`src/rtl/sdl_pkg.sv`:
```
// Shared types, constants and activation helpers for the stacked dense layer.
`default_nettype none
package sdl_pkg;
    localparam int MaxInputs = 64;
    localparam int MaxNodes  = 64;
    localparam int Depth     = 4;

    localparam int InW    = $clog2(MaxInputs);
    localparam int NodeW  = $clog2(MaxNodes);
    localparam int StackW = (Depth > 1) ? $clog2(Depth) : 1;
    localparam int FillW  = $clog2(MaxInputs + 1);
    localparam int NcW    = $clog2(MaxNodes + 1);
    localparam int WAddrW = 2 * StackW + InW + NodeW;
    localparam int BAddrW = StackW + NodeW;
    localparam int AccW   = 40;

    localparam logic [1:0] OP_WEIGHT = 2'd0;
    localparam logic [1:0] OP_BIAS   = 2'd1;
    localparam logic [1:0] OP_STACK  = 2'd2;
    localparam logic [1:0] OP_PUSH   = 2'd3;

    localparam logic [1:0] ACT_SIGMOID  = 2'd0;
    localparam logic [1:0] ACT_TANH     = 2'd1;
    localparam logic [1:0] ACT_RELU     = 2'd2;
    localparam logic [1:0] ACT_IDENTITY = 2'd3;

    localparam logic CFG_ACT   = 1'b0;
    localparam logic CFG_COUNT = 1'b1;

    // Takes a 2-bit stack field modulo the stack depth.
    function automatic logic [StackW-1:0] stack_mod(input logic [1:0] s);
        logic [1:0] m;
        m = 2'(32'(s) % Depth);
        return StackW'(m);
    endfunction

    // Piecewise-linear sigmoid over a Q.12 value of any sign.
    function automatic logic signed [17:0] plan_sigmoid(input logic signed [AccW-1:0] x);
        logic [AccW-1:0] a;
        logic [15:0] p;
        a = x[AccW-1] ? AccW'(-x) : AccW'(x);
        if (a >= AccW'(20480))     p = 16'd4096;
        else if (a >= AccW'(9728)) p = 16'(a[14:5]) + 16'd3456;
        else if (a >= AccW'(4096)) p = 16'(a[13:3]) + 16'd2560;
        else                       p = 16'(a[11:2]) + 16'd2048;
        return x[AccW-1] ? 18'sd4096 - $signed({2'b00, p}) : $signed({2'b00, p});
    endfunction

    // Saturates to the signed 16-bit range.
    function automatic logic signed [15:0] sat16(input logic signed [AccW-1:0] x);
        if (x > AccW'(32767))       return 16'sh7fff;
        else if (x < -AccW'(32768)) return 16'sh8000;
        else                        return x[15:0];
    endfunction
endpackage
`default_nettype wire

```
`src/rtl/sdl_mac.sv`:
```
// Shared multiply-accumulate unit with a registered product stage.
`default_nettype none
module sdl_mac (
    input  wire logic                              aclk,
    input  wire logic                              clr,
    input  wire logic                              en,
    input  wire logic signed [15:0]                a,
    input  wire logic signed [15:0]                b,
    output logic signed [sdl_pkg::AccW-1:0]        acc
);
    logic signed [31:0]               prod_reg;
    logic                             pv_reg;
    logic signed [sdl_pkg::AccW-1:0]  acc_reg;

    // Product is registered before it is summed.
    always_ff @(posedge aclk) begin
        prod_reg <= a * b;
        pv_reg   <= en;
        if (clr) begin
            acc_reg <= '0;
        end else if (pv_reg) begin
            acc_reg <= acc_reg + sdl_pkg::AccW'(prod_reg);
        end
    end

    assign acc = acc_reg;
endmodule
`default_nettype wire

```
`config.mk`:
```
export PLATFORM = sky130hd
export DESIGN_NAME = sdl_mac
export DESIGN_NICKNAME = d
export VERILOG_FILES = /design/src/rtl/sdl_pkg.sv /design/src/rtl/sdl_mac.sv
export SDC_FILE = /design/constraint.sdc
export NUM_CORES = 1
export LEC_CHECK = 0
export ABC_AREA = 1
export BUFFER_PORTS_ARGS = -buffer_cell sky130_fd_sc_hd__buf_2
export CORE_MARGIN = 5
export CORE_UTILIZATION = 55
export CTS_CLUSTER_DIAMETER = 80
export DETAILED_ROUTE_END_ITERATION = 7
export HOLD_SLACK_MARGIN = 0.12
export PLACE_DENSITY = 0.85
export SLEW_MARGIN = 20
export SYNTH_ARGS = -nofsm -noshare
export SYNTH_HDL_FRONTEND = slang
export SYNTH_SLANG_ARGS = --single-unit
```
`constraint.sdc`:
```
create_clock -name aclk -period 8.1 [get_ports aclk]
set_input_delay 1.215 -clock aclk [delete_from_list [all_inputs] [get_ports aclk]]
set_output_delay 1.215 -clock aclk [all_outputs]
set_load 0.03 [all_outputs]
```
==> flow_summary.json <==
{
  "dieWidth_um": 178,
  "grt_pass1_vias": 14030,
  "layout.nets": 2591,
  "maxSlewViolCount": 0,
  "cp.required_ns": 8.32,
  "drc": 0,
  "place_congestion": 1.02,
  "yosysTopAreaCell": "fa_1",
  "synth_edf_count": 0,
  "status": "finished, final reports clean",
  "synth_top_area_share_pct": 34.0,
  "grt_pass1_wl_um": 67400,
  "core.rowCount": 61,
  "ctsResizeCount": 0,
  "ys_types": 41,
  "largest_reg_flops": 40,
  "netlist_instances": 2157,
  "final_area_mm2": 0.0164,
  "maxCapViolations": 0,
  "worst_hold_slack_ns": 0.513,
  "finalCriticalPeriod_ns": 6.57,
  "clk_latency_ns": 0.34,
  "yosys-top-cells-area": "fa_1 (34%), inv_1 (14%), nand2_1 (13%), ha_1 (9.8%), dfxtp_1 (9.4%)",
  "hold_path.class": "reg -> reg",
  "synth_warnings": 0,
  "wirelength_um": 40300,
  "timing.fmax_mhz": 152,
  "synth_seq_area_share_pct": 9.45,
  "syn_to_final_growth_pct": 5.77,
  "ant_nets": 0,
  "cp_common_cell": "fa_1",
  "htree_num_levels": 3,
  "crit_family": "adder cells",
  "arrival_ns": 6.79,
  "synth_flop_cell": "dfxtp_1",
  "via_count": 13386,
  "dpl_cell_area_mm2": 0.0160,
  "grt_max_degree": 64,
  "grt_antenna_before_repair": 0,
  "critPathBufInv": 4,
  "cts_buffers": 9,
  "final_hold_viol_count": 0,
  "drtIter0Drc": 1096,
  "r2r_slack_ns": 5.44,
  "final_layout_size_suffix_gt1_share_pct": 5.74,
  "portBuffers": 74,
  "critPathMaxFanout": 16,
  "wl_per_cell_um": 15.8,
  "crit_type": "in -> reg",
  "dieArea_mm2": 0.0316,
  "grt_overflow": 0,
  "hpwl_um": 34600,
  "setup_viol": 0,
  "cp_cell_sequence": "buf_2 -> nand2_1 -> inv_1 -> fa_1 -> fa_1 -> fa_1 -> fa_1 -> fa_1 -> inv_1 -> fa_1 -> inv_1 -> ha_1 -> a21oi_1 -> o21ai_0 -> a221oi_1 -> nand3_1 -> nand2_1 -> nand2_1",
  "syn_area_per_cell_um2": 7.17,
  "fp.dieH_um": 178,
  "slowest_delay_ns": 0.85,
  "cts-root-buf": "clkbuf_16",
  "relSlewSlack_pct": 45.7,
  "async_reset_ff_share_pct": 0,
  "post_cts_buffers": 0,
  "cts.sinks": 73,
  "clockBufferDepth": 2,
  "ys_ff_latch": 73,
  "globalRouteTotalUtil_pct": 26.5,
  "cp_slowest_cell": "fa_1",
  "core_mm2": 0.0278,
  "vias_per_cell": 5.24,
  "fin_crit_sh_pct": 81.1,
  "worstSetupStartpointType": "input pin",
  "path_clk_slew_ns": 0.07,
  "worst_pin_slew_ns": 0.814,
  "netlist_area_mm2": 0.0155,
  "initial_core_util_pct": 55.7,
  "skew_ns": 0.00851,
  "antenna_cells": 0,
  "cp-end-kind": "flop",
  "pin_count": 75,
  "cts_tree": "done",
  "syn_nets": 2576,
  "drt_first_pass_iters": 5,
  "tns_ns": 0,
  "hold_buffers": 0,
  "rsz0062_at_grt": "false"
}
## through the flow
stage / cells / util (%) / worst slack, ns
6_report: 2555 / 58.9 / 1.53
5_1_grt: 2555 / 58.9 / 1.19
4_1_cts: 2555 / 58.9 / 1.57
3_5_place_dp: 2539 / 57.7 / 1.23
3_3_place_gp: 2539 / 57.7 / 1.30
2_1_floorplan: 2157 / - / 1.70
## cell usage after synthesis, types with 3 or more instances
library cell  count
a21boi_2          3
a21o_1            7
a21oi_1          72
a21oi_2           4
a221oi_1          3
a31oi_1           4
clkbuf_1         68
dfxtp_1          73
fa_1            263
ha_1            121
inv_1           569
nand2_1         525
nand2_2          10
nand3_1          52
nand4_1          22
nor2_1          191
nor2_2            5
nor3_1            9
o21ai_0          57
o21ai_1           9
o21bai_1         10
or2_2             5
xnor2_1          21
xor2_1           31
## worst min-delay path, stage by stage (launching register included)
cell,delay (ns)
dfxtp_1,0.33
nand2_1,0.09
a21oi_2,0.05
## routing by layer
layer / track usage, % / share of wire (%) / vias up / routed length, um
met5: 0 / 0 / - / 0
met4: 7.96 / 3.2 / 0 / 1280
met3: 3.34 / 7.6 / 109 / 3080
met2: 47.2 / 49 / 517 / 20000
met1: 33.8 / 40 / 6428 / 16000
li1: - / - / 6332 / -
## cells in the final DEF, fill, tap and decap left out, types with 10 or more instances in the layout
cell,n
xor2_1,31
nand3_1,52
buf_2,74
dfxtp_1,72
fa_1,263
inv_1,569
ha_1,121
nand2_2,10
o21bai_1,10
a21oi_1,72
xnor2_1,21
nor2_1,191
o21ai_0,57
nand2_1,525
nand4_1,22
## cell type report
class	count	area [um^2]
inverter	569	2140
timing repair buffer	75	378
tap	378	473
fill	2631	11400
multi-input combinational	1444	11600
clock buffer	10	239
clock inverter	6	90.1
sequential	73	1460
## kinds of logic after synthesis
logic type	synth area share, %
AND/OR/NAND/NOR	21.7
buffers and inverters	15.7
AO/OA/AOI/OAI	6.45
XOR/XNOR	2.94
flip-flops	9.45
adder cells (fa/ha/maj)	43.8
## worst paths after layout
check                             start           end  cells past startpoint
worst max register to register   acc[0]       acc[32]                     15
worst min register to register  acc[39]       acc[39]                      2
worst min-delay path            acc[39]       acc[39]                      2
worst max-delay path               b[1]  prod_reg[28]                     18
Power is not shown: default switching activity piles up to over one toggle a cycle in this logic, so the estimate is an artifact.
